===== config.mk =====
export PLATFORM = sky130hd
export DESIGN_NAME = tnrc_front
export DESIGN_NICKNAME = d
export VERILOG_FILES = /design/src/hdl/tnrc_pkg.sv /design/src/hdl/tnrc_front.sv
export SDC_FILE = /design/constraint.sdc
export NUM_CORES = 2
export LEC_CHECK = 0
export ABC_AREA = 1
export BUFFER_PORTS_ARGS = -buffer_cell sky130_fd_sc_hd__buf_2
export CAP_MARGIN = 30
export CORE_AREA = 2 2 314 316
export DETAILED_ROUTE_END_ITERATION = 12
export DIE_AREA = 0 0 316 318
export GPL_ROUTABILITY_DRIVEN = 0
export GPL_TIMING_DRIVEN = 1
export HOLD_SLACK_MARGIN = 0.02
export PLACE_DENSITY = 0.88
export SLEW_MARGIN = 20
export SYNTH_ARGS = -nofsm -noshare
export SYNTH_HDL_FRONTEND = slang
export SYNTH_SLANG_ARGS = --single-unit

===== constraint.sdc =====
create_clock -name clk_i -period 12 [get_ports clk_i]
set_clock_uncertainty 0.1 [all_clocks]
set_input_delay 2.4 -clock clk_i [delete_from_list [all_inputs] [get_ports clk_i]]
set_output_delay 2.4 -clock clk_i [all_outputs]
set_load 0.01 [all_outputs]

===== src/hdl/tnrc_pkg.sv =====
// Shared types, constants and helpers of the tick and nanosecond ratio converter.
package tnrc_pkg;

  localparam int unsigned ValW    = 64;
  localparam int unsigned RatioW  = 32;
  localparam int unsigned CfgIdxW = 2;
  // One quotient bit is settled in each divider cell.
  localparam int unsigned NumCells = ValW;

  localparam logic [CfgIdxW-1:0] CFG_NUMERATOR   = 2'd0;
  localparam logic [CfgIdxW-1:0] CFG_DENOMINATOR = 2'd1;

  localparam logic MODE_TICKS_TO_NS = 1'b0;
  localparam logic MODE_NS_TO_TICKS = 1'b1;

  // Flow control seen by one pipeline stage: the global advance and the
  // occupancy of the stage that follows it.
  typedef struct packed {
    logic adv;
    logic nxt_valid;
  } tnrc_flow_t;

  // Beat carried along the divider chain.
  typedef struct packed {
    logic              neg;
    logic [RatioW-1:0] divisor;
    logic [RatioW-1:0] rem;
    logic [ValW-1:0]   quo;
  } tnrc_div_t;

  // Occupancy of a stage after this edge: it takes the upstream beat when it
  // loads, empties when its own beat moves on, and otherwise holds.
  function automatic logic stage_valid(logic load, logic drain, logic in_valid,
                                       logic cur_valid);
    logic nxt;
    if (load) begin
      nxt = in_valid;
    end else if (drain) begin
      nxt = 1'b0;
    end else begin
      nxt = cur_valid;
    end
    return nxt;
  endfunction

endpackage


===== src/hdl/tnrc_front.sv =====
// Front stages: ratio multiply in partial products, product assembly and sign removal.
module tnrc_front import tnrc_pkg::*; (
  input  logic              clk_i,
  input  logic              rst_ni,
  input  tnrc_flow_t        flow_i,
  input  logic              in_valid_i,
  output logic              in_ready_o,
  input  logic              mode_i,
  input  logic [ValW-1:0]   value_in_i,
  input  logic [RatioW-1:0] ratio_numerator_i,
  input  logic [RatioW-1:0] ratio_denominator_i,
  output logic              valid_o,
  output tnrc_div_t         data_o
);

  localparam int unsigned HalfW = ValW / 2;

  logic              v1_q, v2_q, v3_q;
  logic              load1, drain1, load2, drain2, load3, drain3;

  logic [ValW-1:0]   plo_q, plo_d;
  logic [HalfW-1:0]  phi_q, phi_d;
  logic              mode1_q;
  logic [RatioW-1:0] div1_q, div1_d;

  logic [ValW-1:0]   sum_q, sum_d;
  logic              mode2_q;
  logic [RatioW-1:0] div2_q;

  tnrc_div_t         dat3_q, dat3_d;

  logic [RatioW-1:0] mult;
  logic              neg2;

  assign load1  = flow_i.adv || !v1_q;
  assign drain1 = flow_i.adv || !v2_q;
  assign load2  = flow_i.adv || !v2_q;
  assign drain2 = flow_i.adv || !v3_q;
  assign load3  = flow_i.adv || !v3_q;
  assign drain3 = flow_i.adv || !flow_i.nxt_valid;

  assign in_ready_o = load1;

  always_comb begin
    if (mode_i == MODE_NS_TO_TICKS) begin
      mult   = ratio_denominator_i;
      div1_d = ratio_numerator_i;
    end else begin
      mult   = ratio_numerator_i;
      div1_d = ratio_denominator_i;
    end
    // A zero divisor behaves as one, so the quotient is the product itself.
    if (div1_d == '0) begin
      div1_d = RatioW'(1);
    end
    // Only the low half of the upper partial product survives the wrap.
    plo_d = ValW'(value_in_i[HalfW-1:0]) * ValW'(mult);
    phi_d = value_in_i[ValW-1:HalfW] * HalfW'(mult);
  end

  assign sum_d = plo_q + {phi_q, {HalfW{1'b0}}};
  assign neg2  = (mode2_q == MODE_NS_TO_TICKS) && sum_q[ValW-1];

  always_comb begin
    dat3_d.neg     = neg2;
    dat3_d.divisor = div2_q;
    dat3_d.rem     = '0;
    dat3_d.quo     = neg2 ? (~sum_q + ValW'(1)) : sum_q;
  end

  always_ff @(posedge clk_i or negedge rst_ni) begin
    if (!rst_ni) begin
      v1_q <= 1'b0;
      v2_q <= 1'b0;
      v3_q <= 1'b0;
    end else begin
      v1_q <= stage_valid(load1, drain1, in_valid_i, v1_q);
      v2_q <= stage_valid(load2, drain2, v1_q, v2_q);
      v3_q <= stage_valid(load3, drain3, v2_q, v3_q);
    end
  end

  always_ff @(posedge clk_i) begin
    if (load1) begin
      plo_q   <= plo_d;
      phi_q   <= phi_d;
      mode1_q <= mode_i;
      div1_q  <= div1_d;
    end
    if (load2) begin
      sum_q   <= sum_d;
      mode2_q <= mode1_q;
      div2_q  <= div1_q;
    end
    if (load3) begin
      dat3_q <= dat3_d;
    end
  end

  assign valid_o = v3_q;
  assign data_o  = dat3_q;

  a_accept_fills: assert property (@(posedge clk_i) disable iff (!rst_ni)
    in_valid_i && in_ready_o |=> v1_q)
    else $error("accepted beat did not enter the first stage");

  a_stall_holds: assert property (@(posedge clk_i) disable iff (!rst_ni)
    v1_q && !flow_i.adv && v2_q |=> v1_q && $stable(plo_q) && $stable(div1_q))
    else $error("stalled first stage lost its beat");

  a_divisor_nonzero: assert property (@(posedge clk_i) disable iff (!rst_ni)
    v1_q |-> div1_q != '0)
    else $error("zero divisor reached the pipeline");

endmodule


* Yosys cells after proc, flatten, opt, wreduce, memory -nomap -nowiden
Index checks and enable logic that the tools add are counted.
** Operators by class
- $add $sub $neg :: 2
- Multiply operators :: 2
- Mux-type cells :: 9
- Bitwise gates (word level) :: 1
- Reduce and logical (&&, ||, !) cells :: 13
** Operator list (count)
- $add 64x1->64 const B :: 1
- $add 64x64->64 :: 1
- $mul 32x32->64 :: 1
- $mux 32 :: 2
- $mux 64 :: 1
- $not 64->64 :: 1
- $logic_not 32->1 :: 1
- $mul 32x32->32 :: 1
- $mux 1 :: 6
- $reduce_bool 2->1 :: 3
- $logic_not 1->1 :: 4
- $logic_or 1x1->1 :: 4
- $logic_and 1x1->1 :: 1
** Storage, ports and cells
- Bits in registers :: 326
- Input port bits :: 134
- Logic and storage cells :: 40

* Depth between registers and ports, before layout
- Word-level depth :: 4
- Gate-level depth with buffers :: 39
- Gate-level depth less buffers :: 36

* Least setup slack after synthesis
No wires, ideal clock.
- Path type :: input port to flip-flop
- Start point :: input port mode_i
- End point :: register plo_q[58], data pin
- Data arrival time :: 9.292 ns
- Path slack :: 2.355 ns
- Cell stages on the path :: 36
- Path buffers :: 5
- Cells stage by stage :: buf_6 > buf_6 > buf_6 > o21a_1 > clkbuf_1 > inv_1 > clkbuf_1 > nor2_1 > fa_1 > inv_1 > fa_1 > fa_1 > fa_1 > inv_1 > fa_1 > inv_1 > fa_1 > inv_1 > fa_1 > inv_1 > fa_1 > inv_1 > ha_1 > nand2_1 > nor2_1 > nand2_1 > nor4_1 > nand3_1 > nand3_1 > nand2_1 > nand2_1 > nand2_1 > nand2_1 > nand2_1 > nand3_1 > nand2_1
** On the way
- Word-level cells in the longest chain between the ends :: 2
** Ends and longest elaborated chain
- start, declared :: RTL line tnrc_front.sv:8 : input logic mode_i,
- $mux 32 :: RTL line tnrc_front.sv:45 : if (mode_i == MODE_NS_TO_TICKS) begin
- $mul 32x32->64 :: RTL line tnrc_front.sv:57 : plo_d = ValW'(value_in_i[HalfW-1:0]) * ValW'(mult);
- named net plo_d[58] :: RTL line tnrc_front.sv:21 : logic [ValW-1:0] plo_q, plo_d;
- end signal, assigned :: RTL line tnrc_front.sv:85 : plo_q <= plo_d;
- end, declared :: RTL line tnrc_front.sv:21
The timed path passes the listed nets, and every way through them passes these cells.
A chain may end at the register's enable or synchronous reset.

* Worst setup path in the final report
- Start point :: input port mode_i
- End point :: register plo_q[61], data pin
The elaborated chain is that of the path after synthesis.

==> run_summary.xml <==
<?xml version="1.0" encoding="UTF-8"?>
<metrics>
  <group name="run_status">
    <metric name="outcome" unit="">finished clean</metric>
  </group>
  <group name="timing">
    <metric name="slew-limit-headroom" unit="%">23.8</metric>
    <metric name="timing.final.crit_period" unit="ns">10.92</metric>
    <metric name="tightest_slew" unit="ns">1.14</metric>
    <metric name="timing.final.hold_violations" unit="">0</metric>
    <metric name="post-route-worst-setup-slack" unit="ns">1.08</metric>
    <metric name="min_period_over_period" unit="%">91.0</metric>
    <metric name="finalSetupTns" unit="ns">0</metric>
    <metric name="report.final.slew_viol_count" unit="">0</metric>
    <metric name="setup_viol" unit="">0</metric>
    <metric name="clock.fmax" unit="GHz">0.0915</metric>
    <metric name="grt_setup_unrepaired" unit="">false</metric>
  </group>
  <group name="floorplan">
    <metric name="floorplan.die_area" unit="sq um">100000</metric>
    <metric name="die-height" unit="um">318</metric>
    <metric name="fp-row-count" unit="">115</metric>
    <metric name="io-pin-count" unit="">265</metric>
    <metric name="die_w" unit="um">316</metric>
    <metric name="placeableCoreArea" unit="sq um">97400</metric>
    <metric name="floorplan.initialDensity" unit="%">64.4</metric>
  </group>
  <group name="yosys">
    <metric name="yosysSeqAreaShare" unit="%">15.6</metric>
    <metric name="async_reset_ff_share" unit="%">0.920</metric>
    <metric name="synth_edf_count" unit="">323</metric>
    <metric name="yosys_most_used_dff" unit="">sky130_fd_sc_hd__edfxtp_1</metric>
    <metric name="synthDominantCellAreaShare" unit="%">41.6</metric>
    <metric name="mappedNetlistArea" unit="sq um">62800</metric>
    <metric name="yosys.area_share.simple" unit="%">15.5</metric>
    <metric name="synth_xor_area_share" unit="%">2.83</metric>
    <metric name="synth-seq-cells" unit="">326</metric>
    <metric name="synth_most_common_cell" unit="">sky130_fd_sc_hd__inv_1</metric>
    <metric name="postSynthAreaPerCell" unit="sq um">8.74</metric>
    <metric name="synth-warning-count" unit="">0</metric>
    <metric name="synth_fa_ha_area_share" unit="%">50.0</metric>
    <metric name="synth_compound_gate_area_share" unit="%">3.54</metric>
    <metric name="netlist_top_cells_count" unit="">1707 x sky130_fd_sc_hd__inv_1, 1348 x sky130_fd_sc_hd__nand2_1, 1305 x sky130_fd_sc_hd__fa_1</metric>
    <metric name="yosys-mux-area-fraction" unit="%">0.0179</metric>
    <metric name="synth_area_leader_cell" unit="">sky130_fd_sc_hd__fa_1</metric>
    <metric name="syn_inst" unit="">7178</metric>
    <metric name="synth_top_family_by_area" unit="">adder cells</metric>
    <metric name="netlist_top_cells_area" unit="">sky130_fd_sc_hd__fa_1 42%, sky130_fd_sc_hd__edfxtp_1 15%, sky130_fd_sc_hd__inv_1 10%</metric>
    <metric name="synth_cell_type_count" unit="">55</metric>
  </group>
  <group name="run">
    <metric name="maxCapViolCount" unit="">0</metric>
  </group>
  <group name="drt">
    <metric name="drt-wirelength-per-cell" unit="um">24.7</metric>
    <metric name="final_routed_wirelength" unit="um">213000</metric>
    <metric name="detail_route.first_pass.iterations" unit="">12</metric>
    <metric name="viasPerCell" unit="">6.23</metric>
    <metric name="final_antenna_violating_net_count" unit="">0</metric>
    <metric name="drt-initial-drc-count" unit="">8151</metric>
    <metric name="num_vias" unit="">53700</metric>
    <metric name="drcViolationCount" unit="">0</metric>
  </group>
  <group name="clock_tree">
    <metric name="clk_root_buffer_cell" unit="">sky130_fd_sc_hd__clkbuf_16</metric>
    <metric name="cts-hold-fix-buffers" unit="">0</metric>
    <metric name="clkTransAtPathRegs" unit="ns">0.07</metric>
    <metric name="tritoncts" unit="">done</metric>
    <metric name="cts_resized" unit="">0</metric>
    <metric name="numClockSinks" unit="">326</metric>
    <metric name="clk-insertion-delay-late" unit="ns">0.60</metric>
    <metric name="post_cts_buffers" unit="">0</metric>
    <metric name="cts-buffers-inserted" unit="">35</metric>
    <metric name="h-tree-depth" unit="">2</metric>
    <metric name="clk_path_buf_depth" unit="">3</metric>
  </group>
  <group name="setup_path">
    <metric name="timing.critical_path.required" unit="ns">12.26</metric>
    <metric name="critPathSlowestCell" unit="">sky130_fd_sc_hd__fa_1</metric>
    <metric name="setup_crit_end_kind" unit="">register</metric>
    <metric name="crit_path_max_fo" unit="">49</metric>
    <metric name="timing_worst_setup_path_type" unit="">input port to register</metric>
    <metric name="worstPathArrival" unit="ns">11.18</metric>
    <metric name="worst_path_most_repeated_cell" unit="">sky130_fd_sc_hd__fa_1</metric>
    <metric name="worstRegToRegCells" unit="">13</metric>
    <metric name="startpoint_type" unit="">input port</metric>
    <metric name="critical_path.max_stage_delay" unit="ns">0.68</metric>
  </group>
  <group name="global_route">
    <metric name="grt_pass1_wl" unit="um">320000</metric>
    <metric name="grt-ovfl-total" unit="">0</metric>
    <metric name="globalRouteTotalUtil" unit="%">43.2</metric>
    <metric name="grt_antenna_before_repair" unit="">26</metric>
    <metric name="largest_net_degree_at_the_start_of_global_routing" unit="">72</metric>
    <metric name="first_global_vias" unit="">56200</metric>
  </group>
  <group name="placed_design">
    <metric name="pre_cts_ws" unit="ns">0.837</metric>
    <metric name="place.port_buffers" unit="">232</metric>
    <metric name="place_hpwl" unit="um">164000</metric>
    <metric name="dp.cells" unit="">8526</metric>
  </group>
  <group name="hold_path">
    <metric name="min-delay-path-class" unit="">register to register</metric>
    <metric name="worstHoldPathCells" unit="">0</metric>
  </group>
  <group name="final_layout">
    <metric name="post_route_cells_drive_above_1_share" unit="%">6.16</metric>
    <metric name="areaGrowthSynthToFinish" unit="%">6.01</metric>
    <metric name="stdcell_count" unit="">8621</metric>
    <metric name="layout.nets" unit="">9144</metric>
  </group>
</metrics>
==> final timing paths <==
path,slack (ns),to,start
min in group asynchronous,1.50,v1_q,rst_ni
worst max register to register,8.88,data_o[60],sum_q[0]
max in group asynchronous,10.17,valid_o,rst_ni
worst min register to register,0.31,div2_q[27],div1_q[27]
worst max-delay path,1.08,plo_q[61],mode_i
worst min-delay path,0.31,div2_q[27],div1_q[27]
==> layer usage <==
layer	routed length (um)	vias up	share of wire, %	track usage, %
li1	-	21200	-	-
met2	85600	5177	40	59.5
met3	42700	1876	20	25.9
met5	431	-	0.20	1.26
met1	60500	25400	28	47.8
met4	23700	30	11	34.4
==> flip-flops by register name (all words and copies together) (netlist names) <==
signal	flops
valid_o	1
data_o	97
phi_q	32
mode1_q	1
plo_q	64
div1_q	32
v2_q	1
v1_q	1
div2_q	32
sum_q	64
mode2_q	1
==> area by class of cell <==
| class | count | area (sq um) |
|---|---|---|
| Antenna cell | 23 | 57.6 |
| Sequential cell | 326 | 9770 |
| Clock buffer | 39 | 891 |
| Multi-Input combinational cell | 4826 | 45200 |
| Fill cell | 6610 | 30900 |
| Tap cell | 1287 | 1610 |
| Clock inverter | 22 | 179 |
| Inverter | 1739 | 6530 |
| Timing Repair Buffer | 359 | 2270 |
==> cell usage in the layout (no fill, tap or decap), types with 7 or more instances in the layout <==
master,n
sky130_fd_sc_hd__a31oi_1,23
sky130_fd_sc_hd__nor2_1,919
sky130_fd_sc_hd__conb_1,32
sky130_fd_sc_hd__fa_1,1305
sky130_fd_sc_hd__o21ai_0,118
sky130_fd_sc_hd__nand2_2,9
sky130_fd_sc_hd__nand4_1,18
sky130_fd_sc_hd__inv_1,1707
sky130_fd_sc_hd__xnor2_1,76
sky130_fd_sc_hd__nand3_1,112
sky130_fd_sc_hd__o21bai_1,15
sky130_fd_sc_hd__clkbuf_16,35
sky130_fd_sc_hd__clkinv_1,35
sky130_fd_sc_hd__a21o_1,12
sky130_fd_sc_hd__nor3_1,20
sky130_fd_sc_hd__nand2_1,1345
sky130_fd_sc_hd__nor4_1,31
sky130_fd_sc_hd__o21a_1,19
sky130_fd_sc_hd__a21oi_1,160
sky130_fd_sc_hd__xor2_1,125
sky130_fd_sc_hd__o21ai_2,7
sky130_fd_sc_hd__diode_2,23
sky130_fd_sc_hd__edfxtp_1,323
sky130_fd_sc_hd__ha_1,418
sky130_fd_sc_hd__buf_2,231
sky130_fd_sc_hd__buf_4,115
==> critical path, delay by kind of cell <==
kind | cells | cell delay (ns)
adder cells (fa/ha/maj) | 9 | 4.40
buffers and inverters | 9 | 2.00
AO/OA/AOI/OAI | 5 | 1.42
AND/OR/NAND/NOR | 7 | 0.90
==> kinds of logic (layout without fill, tap and decap cells) <==
kind of cell | count (synthesis) | in the layout
adders and majority gates | 1723 | 1723
and+or+nand+nor | 2482 | 2482
muxes | 1 | 1
DFF | 326 | 326
AOI/OAI and AO/OA | 386 | 386
buffers and inverters | 2057 | 2159
xor gates and xnor gates | 202 | 202
other | 1 | 55
==> per-stage QoR <==
stage	hold slack (ns)	cell area [sq um]	utilization (%)
finish	0.312	66500	68.3
global route	0.314	66500	68.3
CTS	0.314	66300	68.0
detailed placement	0.305	65200	66.9
global placement	0.302	65200	66.9
floorplan	0.300	62900	-
Power is left out: the tool's default activity adds up to more than one toggle a clock period on the data nets, which glitch-free logic cannot reach.
