`config.mk`:
```
export PLATFORM = sky130hd
export DESIGN_NAME = tnrc_div_cell
export DESIGN_NICKNAME = d
export VERILOG_FILES = /design/src/hdl/tnrc_pkg.sv /design/src/hdl/tnrc_div_cell.sv
export SDC_FILE = /design/constraint.sdc
export NUM_CORES = 1
export LEC_CHECK = 0
export BUFFER_PORTS_ARGS = -buffer_cell sky130_fd_sc_hd__buf_2
export CAP_MARGIN = 10
export CORE_ASPECT_RATIO = 1.2
export CORE_MARGIN = 4
export CORE_UTILIZATION = 48
export DETAILED_ROUTE_END_ITERATION = 10
export GPL_ROUTABILITY_DRIVEN = 0
export PLACE_DENSITY = 0.81
export SETUP_SLACK_MARGIN = 0.2
export SLEW_MARGIN = 10
export SYNTH_ARGS = -nofsm -noshare
export SYNTH_HDL_FRONTEND = slang
export SYNTH_SLANG_ARGS = --single-unit
```
`constraint.sdc`:
```
create_clock -name clk_i -period 4.81 [get_ports clk_i]
set_input_delay 0.2405 -clock clk_i [delete_from_list [all_inputs] [get_ports clk_i]]
set_output_delay 0.2405 -clock clk_i [all_outputs]
set_load 0.05 [all_outputs]
```
`src/hdl/tnrc_pkg.sv`:
```
// Shared types, constants and helpers of the tick and nanosecond ratio converter.
package tnrc_pkg;

  localparam int unsigned ValW    = 64;
  localparam int unsigned RatioW  = 32;
  localparam int unsigned CfgIdxW = 2;
  // One quotient bit is settled in each divider cell.
  localparam int unsigned NumCells = ValW;

  localparam logic [CfgIdxW-1:0] CFG_NUMERATOR   = 2'd0;
  localparam logic [CfgIdxW-1:0] CFG_DENOMINATOR = 2'd1;

  localparam logic MODE_TICKS_TO_NS = 1'b0;
  localparam logic MODE_NS_TO_TICKS = 1'b1;

  // Flow control seen by one pipeline stage: the global advance and the
  // occupancy of the stage that follows it.
  typedef struct packed {
    logic adv;
    logic nxt_valid;
  } tnrc_flow_t;

  // Beat carried along the divider chain.
  typedef struct packed {
    logic              neg;
    logic [RatioW-1:0] divisor;
    logic [RatioW-1:0] rem;
    logic [ValW-1:0]   quo;
  } tnrc_div_t;

  // Occupancy of a stage after this edge: it takes the upstream beat when it
  // loads, empties when its own beat moves on, and otherwise holds.
  function automatic logic stage_valid(logic load, logic drain, logic in_valid,
                                       logic cur_valid);
    logic nxt;
    if (load) begin
      nxt = in_valid;
    end else if (drain) begin
      nxt = 1'b0;
    end else begin
      nxt = cur_valid;
    end
    return nxt;
  endfunction

endpackage

```
`src/hdl/tnrc_div_cell.sv`:
```
// One cell of the restoring divider chain, settling a single quotient bit.
module tnrc_div_cell import tnrc_pkg::*; (
  input  logic       clk_i,
  input  logic       rst_ni,
  input  tnrc_flow_t flow_i,
  input  logic       valid_i,
  input  tnrc_div_t  data_i,
  output logic       valid_o,
  output tnrc_div_t  data_o
);

  logic          valid_q;
  tnrc_div_t     data_q, data_d;
  logic          load, drain;
  logic [RatioW:0]   trial;
  logic [RatioW+1:0] diff;
  logic          fits;

  assign load  = flow_i.adv || !valid_q;
  assign drain = flow_i.adv || !flow_i.nxt_valid;

  // Bring down the next dividend bit and subtract the divisor if it fits.
  assign trial = {data_i.rem, data_i.quo[ValW-1]};
  assign diff  = {1'b0, trial} - {2'b00, data_i.divisor};
  assign fits  = !diff[RatioW+1];

  always_comb begin
    data_d         = data_i;
    data_d.rem     = fits ? diff[RatioW-1:0] : trial[RatioW-1:0];
    data_d.quo     = {data_i.quo[ValW-2:0], fits};
  end

  always_ff @(posedge clk_i or negedge rst_ni) begin
    if (!rst_ni) begin
      valid_q <= 1'b0;
    end else begin
      valid_q <= stage_valid(load, drain, valid_i, valid_q);
    end
  end

  always_ff @(posedge clk_i) begin
    if (load) begin
      data_q <= data_d;
    end
  end

  assign valid_o = valid_q;
  assign data_o  = data_q;

  a_rem_below_divisor: assert property (@(posedge clk_i) disable iff (!rst_ni)
    valid_q |-> data_q.rem < data_q.divisor)
    else $error("partial remainder not below divisor");

  a_stall_holds: assert property (@(posedge clk_i) disable iff (!rst_ni)
    valid_q && !load && flow_i.nxt_valid |=> valid_q && $stable(data_q))
    else $error("stalled divider cell lost its beat");

  a_no_overwrite: assert property (@(posedge clk_i) disable iff (!rst_ni)
    valid_q && !flow_i.adv && flow_i.nxt_valid |-> !load)
    else $error("divider cell would overwrite a held beat");

endmodule

```
Word level (Yosys, flattened, before mapping). Cells that the tools add are included.

Flip-flop bits (word level): 130. Output and inout port bits: 130. Logic and storage cells: 15.

$add $sub $neg: 1. Muxes and demuxes: 3. Reduce and logical (&&, ||, !) cells: 6.

Operators with widths (count): subtractor 33 x 32 -> 34 bit (1); two-way mux 32 bit (1); zero test 1 bit (3); logical OR 1 bit (2); two-way mux 1 bit (2); nonzero test 2 bit (1).

Depth between registers and ports, before layout. Gate-level depths: netlist of the first run.

Depth in word-level cells: 4. Depth in mapped cells: 14. Depth with buffers taken out: 13.

Least setup slack after synthesis of the first run. No wires, ideal clock.

Kind: register to register. From: register valid_q (netlist: valid_o). To: register valid_q (netlist: valid_o). Library setup time: 0.081 ns. Data arrival time: 4.180 ns. Data required time: 4.729 ns. Path slack: 0.550 ns. Cell stages (with the launch flop): 3. Clock period less this slack: 4.260 ns. Path through: dfrtp_1 > nand2b_1 > mux2_2.

Longest elaborated chain between the ends: 3. Elaborated cells between the ends (all ways): 4. Classes of those cells: mux: 1; reduce/logical: 3.

RTL lines: start, declared (RTL line tnrc_div_cell.sv:12) `logic valid_q;`; start signal, assigned (RTL line tnrc_div_cell.sv:37) `valid_q <= stage_valid(load, drain, valid_i, valid_q);`; zero test 1 bit * (RTL line tnrc_div_cell.sv:19) `assign load = flow_i.adv || !valid_q;`; logical OR 1 bit * (RTL line tnrc_div_cell.sv:19); two-way mux 1 bit / nonzero test 2 bit (equally long branches).

Mark *: on every way between the ends. The rest lies on a longest branch, timed or not. A chain may end at the register's enable or synchronous reset.

==> results of run 1 <==
final cells by class:
cell class / instances / area [um2]
antenna: 2 / 5.00
tap: 164 / 205
timing repair buffer: 300 / 1680
inverter: 39 / 149
clock buffer: 18 / 429
fill: 898 / 4030
clock inverter: 14 / 168
sequential: 130 / 3900
multi-input combinational: 255 / 2040
timing repair:
| item | 4_1_cts | 5_1_grt |
|---|---|---|
| hold buffers | 21 | 14 |
| hold endpoints to repair | 21 | 14 |
| setup buffers | 0 | 0 |
sequential cells by signal, indices dropped and copies added, names as in the netlist:
| name | cells |
|---|---|
| data_o | 129 |
| valid_o | 1 |
where the power goes:
part | internal [mW] | switching [mW]
Combinational | 0.287 | 0.680
Clock | 0.782 | 0.532
Sequential | 1.39 | 0.0334
cell usage after synthesis, drive strengths merged, types with 2 or more instances:
cell type,number
xor2,10
and2,4
nand4,5
nand3,6
a21oi,25
o21bai,6
o31ai,3
a211oi,10
mux2i,2
or2,5
and3,5
o21a,4
nor3,7
ha,32
buf,3
mux2,28
o211ai,2
edfxtp,129
o21ai,13
xnor2,15
clkbuf,5
nand2b,2
a21o,17
nand2,17
nor2,13
nor2b,3
a31oi,4
inv,39
and4,2
or3,3
layer usage:
metal / vias to the layer above / track usage, % / routed length, um
met4: 4 / 8.18 / 425
met3: 31 / 7.81 / 1460
li1: 2257 / - / -
met2: 216 / 42.3 / 9380
met1: 2271 / 24.0 / 6260
met5: - / 0 / 32
how the worst max path moves through the flow:
stage	slack, ps	end	cells after the start	from
2_1_floorplan	550	valid_o	2	valid_o
3_3_place_gp	1410	data_o[94]	14	data_i[63]
3_5_place_dp	1310	data_o[94]	14	data_i[63]
4_1_cts	1710	data_o[94]	14	data_i[63]
5_1_grt	1470	data_o[94]	14	data_i[63]
6_report	1670	data_o[94]	14	data_i[63]
through the flow:
step                hold WS [ps]  utilization, %  instance area (um2)
floorplan                  -55.1               -                 6150
global placement            15.4            60.5                 7630
detailed placement          18.2            60.5                 7630
CTS                      0.00769            66.9                 8430
global route               -4.35            68.0                 8580
finish                      8.62            68.0                 8580
critical path, stage by stage:
cell,delay (ps)
buf_2,100
inv_1,70
ha_1,170
inv_1,60
fa_1,420
a211oi_1,260
o21bai_1,170
a31oi_1,320
a211oi_1,170
nor3_1,420
o21ai_0,260
a31oi_1,260
xnor2_1,110
mux2_4,270
logic make-up (layout without fill, tap and decap cells):
logic type               after synthesis  in the layout  share of synthesized area (%)
flip-flops                           130            130                           63.4
AO/OA/AOI/OAI                         95             95                           10.8
AND/OR/NAND/NOR                       72             72                           6.00
buffers and inverters                 47            371                           3.50
adder cells (fa/ha/maj)               33             33                           6.84
multiplexers                          30             30                           5.88
XOR/XNOR                              25             25                           3.56
other                                  0              2                              0
layout by cell type, fill, tap and decap left out, types with 7 or more instances in the layout:
cell type,count
nor3_1,7
ha_1,32
mux2_2,21
dlygate4sd3_1,35
a21o_1,17
clkbuf_16,17
edfxtp_1,129
buf_2,263
o21ai_0,13
mux2_4,7
xnor2_1,15
nor2_1,12
a211oi_1,9
nand2_1,17
xor2_1,10
inv_1,38
a21oi_1,24
==> qor.csv, run 1 <==
stage;metric;value;unit
run_status;run_status;finished clean;
global_route;grt_pass1_wl;26000;um
clock_tree;clk_pin_slew_worst_paths;60;ps
synthesis;synth_cells;432;
synthesis;synth.area.top_cells;edfxtp_1, ha_1, mux2_2;
sta;setup_viol;0;
worst_setup_path;rrSetupSlack;2860;ps
synthesis;yosys.area.top_type;edfxtp_1;
synthesis;synth.avg_cell_area;14.2;um2
synthesis;synthesis.area;6150;um2
routing;firstDrtPassIters;5;
worst_setup_path;regToRegStartpoint;valid_o;
synthesis;synth_top_area_share;63.0;%
die;core;12600;um2
sta;fmax;318;MHz
routing;drtAntennaViolNets;0;
pwr;total_power;3.71;mW
clock_tree;cts_root_buffer;clkbuf_16;
layout;nets;910;
die;rows;45;
layout;synthToLayoutAreaGrowth;39.5;%
placed_design;dp_hpwl;12700;um
global_route;grt_pass1_vias;4889;
layout;instances_no_fill;922;
pwr;pwr_density_cell;432;nW/um2
worst_hold_path;hp-class;primary input to flop;
routing;wl_per_cell;19.0;um
clock_tree;h-tree-depth;4;
placed_design;placed_cells;853;
clock_tree;cts_buffers;17;
sta;fin_ws;1670;ps
die;die_height;132;um
synthesis;yosys_warnings;0;
sta;hold_violations;0;
clock_tree;clock_latency;410;ps
sta;timing.final.crit_share;65.3;%
routing;wirelength;17600;um
die;dieWidth;111;um
sta;final-max-slew-violation-count;0;
sta;min_period;3140;ps
sta;relSlewSlack;53.8;%
die;start_util;48.8;%
sta;worst_clock_skew;6.44;ps
worst_setup_path;cp.required;4970;ps
synthesis;seq_area_frac_synth;63.4;%
worst_setup_path;reg2reg_depth;2;
synthesis;synth_nets;599;
sta;rsz0062_at_grt;false;
placed_design;portBuffers;263;
worst_setup_path;path_max_fanout;3;
sta;worstMarginPinSlew;692;ps
die;ioPinCount;264;
synthesis;yosysUniqueCellTypes;54;
clock_tree;clk_path_buf_depth;2;
job;maxCapViolCount;0;
pwr;p_leak;3.92;nW
synthesis;async_flop_share;0.769;%
layout;drive_gt1_share;45.1;%
routing;route.detailed.drc;0;
synthesis;ys_ff_latch;130;
worst_hold_path;worstHoldStart;data_i[16];
worst_setup_path;rr_endpoint;data_o[19];
routing;vias_per_cell;5.18;
global_route;grt_max_degree;54;
worst_setup_path;worstSetupStartpointType;primary input;
sta;setup_tns;0;ps
global_route;grt-ovfl-total;0;
worst_setup_path;crit_path_end_kind;flop;
clock_tree;cts_tree;built;
routing;drt_iter0_drc;223;
global_route;grt_use_total;22.9;%
worst_hold_path;hold_end;data_o[17];
pwr;vdd.ir_drop.worst;0.258;mV
global_route;antenna_found_initial;3;
clock_tree;cts_resized;0;
clock_tree;cts_sinks;130;
worst_hold_path;min_path_cells;1;
worst_setup_path;cp_data_arrival_time;3300;ps
die;die_area;14700;um2
synthesis;synth-edff-count;129;
worst_setup_path;critPathKind;primary input to flop;
placed_design;dpl_worst_slack;1310;ps
synthesis;ys.flop_type;edfxtp_1;
routing;vias;4779;
(Power assumes the default switching activity.)
==> inputs of run 2 (changes only) <==
==> constraint.sdc (replaced) <==
create_clock -name clk_i -period 3.2 [get_ports clk_i]
set_input_delay 0.16 -clock clk_i [delete_from_list [all_inputs] [get_ports clk_i]]
set_output_delay 0.16 -clock clk_i [all_outputs]
set_load 0.05 [all_outputs]
==> run 2 against run 1 <==
Power increased by 54%. Worst setup slack got worse by 1400 ps. Global-route usage increased by 3.9 points. Non-clock buffer count increased by 73. Wire length increased by 18%. Combinational power increased by 65%. Clock power increased by 51%.
==> qor.csv, run 2 (synthesis results as in run 1) <==
stage;metric;value;unit;change
global_route;grt_pass1_wl;30300;um;+16%
layout;nets;983;;+8.0%
job;maxCapViolCount;0;;unchanged
die;die_area;14700;um2;unchanged
die;die_height;132;um;unchanged
routing;vias;5215;;+9.1%
die;rows;45;;unchanged
placed_design;dp_hpwl;13100;um;+3.3%
sta;relSlewSlack;65.1;%;+11 points
worst_setup_path;path_max_fanout;15;;+12
worst_setup_path;cp.required;3360;ps;-1610 ps
pwr;p_sw_share;33.9;%;+0.27 points
clock_tree;clock_latency;410;ps;about the same
sta;fin_ws;263;ps;-1410 ps
global_route;grt-ovfl-total;0;;unchanged
layout;mostFrequentLayoutCells;buf_2, edfxtp_1, dlygate4sd3_1;;
global_route;grt_pass1_vias;5481;;+12%
routing;route.detailed.drc;0;;unchanged
worst_setup_path;reg2reg_depth;3;;+1
worst_hold_path;hp-class;primary input to asynchronous set/reset pin;;
worst_setup_path;regToRegStartpoint;valid_o;;
worst_setup_path;critPathKind;primary input to flop;;
layout;largest_reg_flops;129;;unchanged
clock_tree;clk_pin_slew_worst_paths;60;ps;about the same
sta;final-max-slew-violation-count;0;;unchanged
clock_tree;cts_setup_buffers;0;;unchanged
pwr;p_int;3.78;mW;+54%
routing;vias_per_cell;5.24;;+1.0%
layout;utilization;74.6;%;+6.6 points
pwr;seqPwrFrac;37.6;%;-0.9 points
routing;firstDrtPassIters;4;;-1
clock_tree;cts_tree;built;;
die;core;12600;um2;unchanged
sta;rsz0062_at_grt;false;;
sta;timing.final.crit_share;91.8;%;
worst_setup_path;worstSetupStartpointType;primary input;;
worst_setup_path;rrSetupSlack;1430;ps;-1430 ps
pwr;p_leak;4.25;nW;+8.3%
die;dieWidth;111;um;unchanged
die;ioPinCount;264;;unchanged
worst_setup_path;rr_endpoint;valid_o;;
pwr;combPwrFrac;27.9;%;+1.8 points
routing;wirelength;20600;um;+18%
clock_tree;cts_sinks;130;;unchanged
layout;n_fill_cell;794;;-12%
routing;drt_iter0_drc;292;;+31%
die;start_util;48.8;%;unchanged
layout;final_common_cell;buf_2;;
pwr;clkPwrFrac;34.5;%;-0.9 points
layout;regArea;3900;um2;unchanged
clock_tree;h-tree-depth;4;;unchanged
routing;wl_per_cell;20.7;um;+8.8%
sta;hold_violations;0;;unchanged
clock_tree;cts_root_buffer;clkbuf_16;;
global_route;antenna_found_initial;3;;unchanged
sta;worstMarginPinSlew;520;ps;-172 ps
sta;setup_viol;0;;unchanged
placed_design;dpl_worst_slack;-76.6;ps;-1380 ps
sta;worst_clock_skew;9.08;ps;+2.64 ps
clock_tree;clk_path_buf_depth;2;;unchanged
layout;synthToLayoutAreaGrowth;53.1;%;
sta;fmax;340;MHz;
pwr;switching_power;1.94;mW;+56%
worst_setup_path;cp_data_arrival_time;3090;ps;-210 ps
pwr;pwr_density_cell;608;nW/um2;+41%
clock_tree;cts_buffers;17;;unchanged
routing;drtAntennaViolNets;0;;unchanged
sta;min_period;2940;ps;
run_status;run_status;finished clean;;
global_route;grt_max_degree;76;;+41%
pwr;vdd.ir_drop.worst;0.400;mV;+55%
worst_setup_path;crit_path_end_kind;flop;;
layout;drive_gt1_share;43.7;%;-1.4 points
layout;multi_input_area;2120;um2;+4.0%
global_route;grt_use_total;26.8;%;+3.9 points
placed_design;portBuffers;263;;unchanged
run 2: cell types whose count changed in the layout (fill, tap and decap cells not counted), sizes merged:
| cell | before | now |
|---|---|---|
| buf | 265 | 274 |
| clkbuf | 18 | 17 |
| clkinv | 2 | 4 |
| diode | 2 | 3 |
| dlygate4sd3 | 35 | 99 |
| inv | 47 | 46 |
run 2: what timing repair did:
| item | in CTS | in global routing |
|---|---|---|
| endpoints found under the hold margin | 98 | 0 |
| gates resized for setup | 0 | 17 |
| endpoints found under the setup margin | 0 | 26 |
| hold buffers | 99 | 0 |
run 2: metrics by stage:
step / area, um2 / TNS, ps / power (mW) / hold WS (ps) / cells
2_1_floorplan: 6150 / 0 / 3.24 / -136 / 432
3_3_place_gp: 7730 / 0 / 3.59 / -65.0 / 862
3_5_place_dp: 7730 / -112 / 3.62 / -63.3 / 862
4_1_cts: 9320 / 0 / 5.68 / 30.0 / 993
5_1_grt: 9410 / 0 / 5.91 / 67.1 / 996
6_report: 9410 / 0 / 5.72 / 67.8 / 996
run 2: area by class of cell:
| class | count | share of cell area (%) |
|---|---|---|
| Antenna cell | 3 | 0.0798 |
| Clock buffer | 17 | 4.52 |
| Clock inverter | 15 | 1.83 |
| Inverter | 39 | 1.58 |
| Multi-Input combinational cell | 255 | 22.6 |
| Sequential cell | 130 | 41.4 |
| Tap cell | 164 | 2.18 |
| Timing Repair Buffer | 373 | 25.8 |
run 2: power by group through the flow:
stage	Clock, mW	Combinational, mW	Sequential [mW]
after global routing	2.07	1.67	2.16
after global placement	0	1.42	2.16
after detailed placement	0	1.45	2.17
final	1.98	1.60	2.15
after floorplan	0	0.433	2.81
after CTS	1.99	1.55	2.14
run 2: critical path, cell delays in order:
cell and delay [ps]:
dlygate4sd3_1 550, buf_2 140, inv_1 50, ha_1 360, nand4_1 130, or2_1 270
a211o_2 320, a21oi_4 170, o211ai_2 130, and2_4 210, inv_4 80, buf_12 170
mux2_2 360
run 2: worst max-delay path by stage:
stage                            from    endpoint  cells after the start
after global routing      data_i[102]  data_o[75]                     15
after CTS                 data_i[102]  data_o[75]                     14
after floorplan            data_i[63]  data_o[90]                     13
after global placement     data_i[63]  data_o[90]                     14
after detailed placement   data_i[63]  data_o[90]                     14
final                     data_i[120]  data_o[75]                     13
run 2: per-layer routing:
layer	up-vias	wire, um	GRT usage (%)
met3	57	1850	9.37
met1	2479	7450	29.0
met4	2	793	10.9
met5	-	8	0
met2	271	10500	47.6
li1	2406	-	-
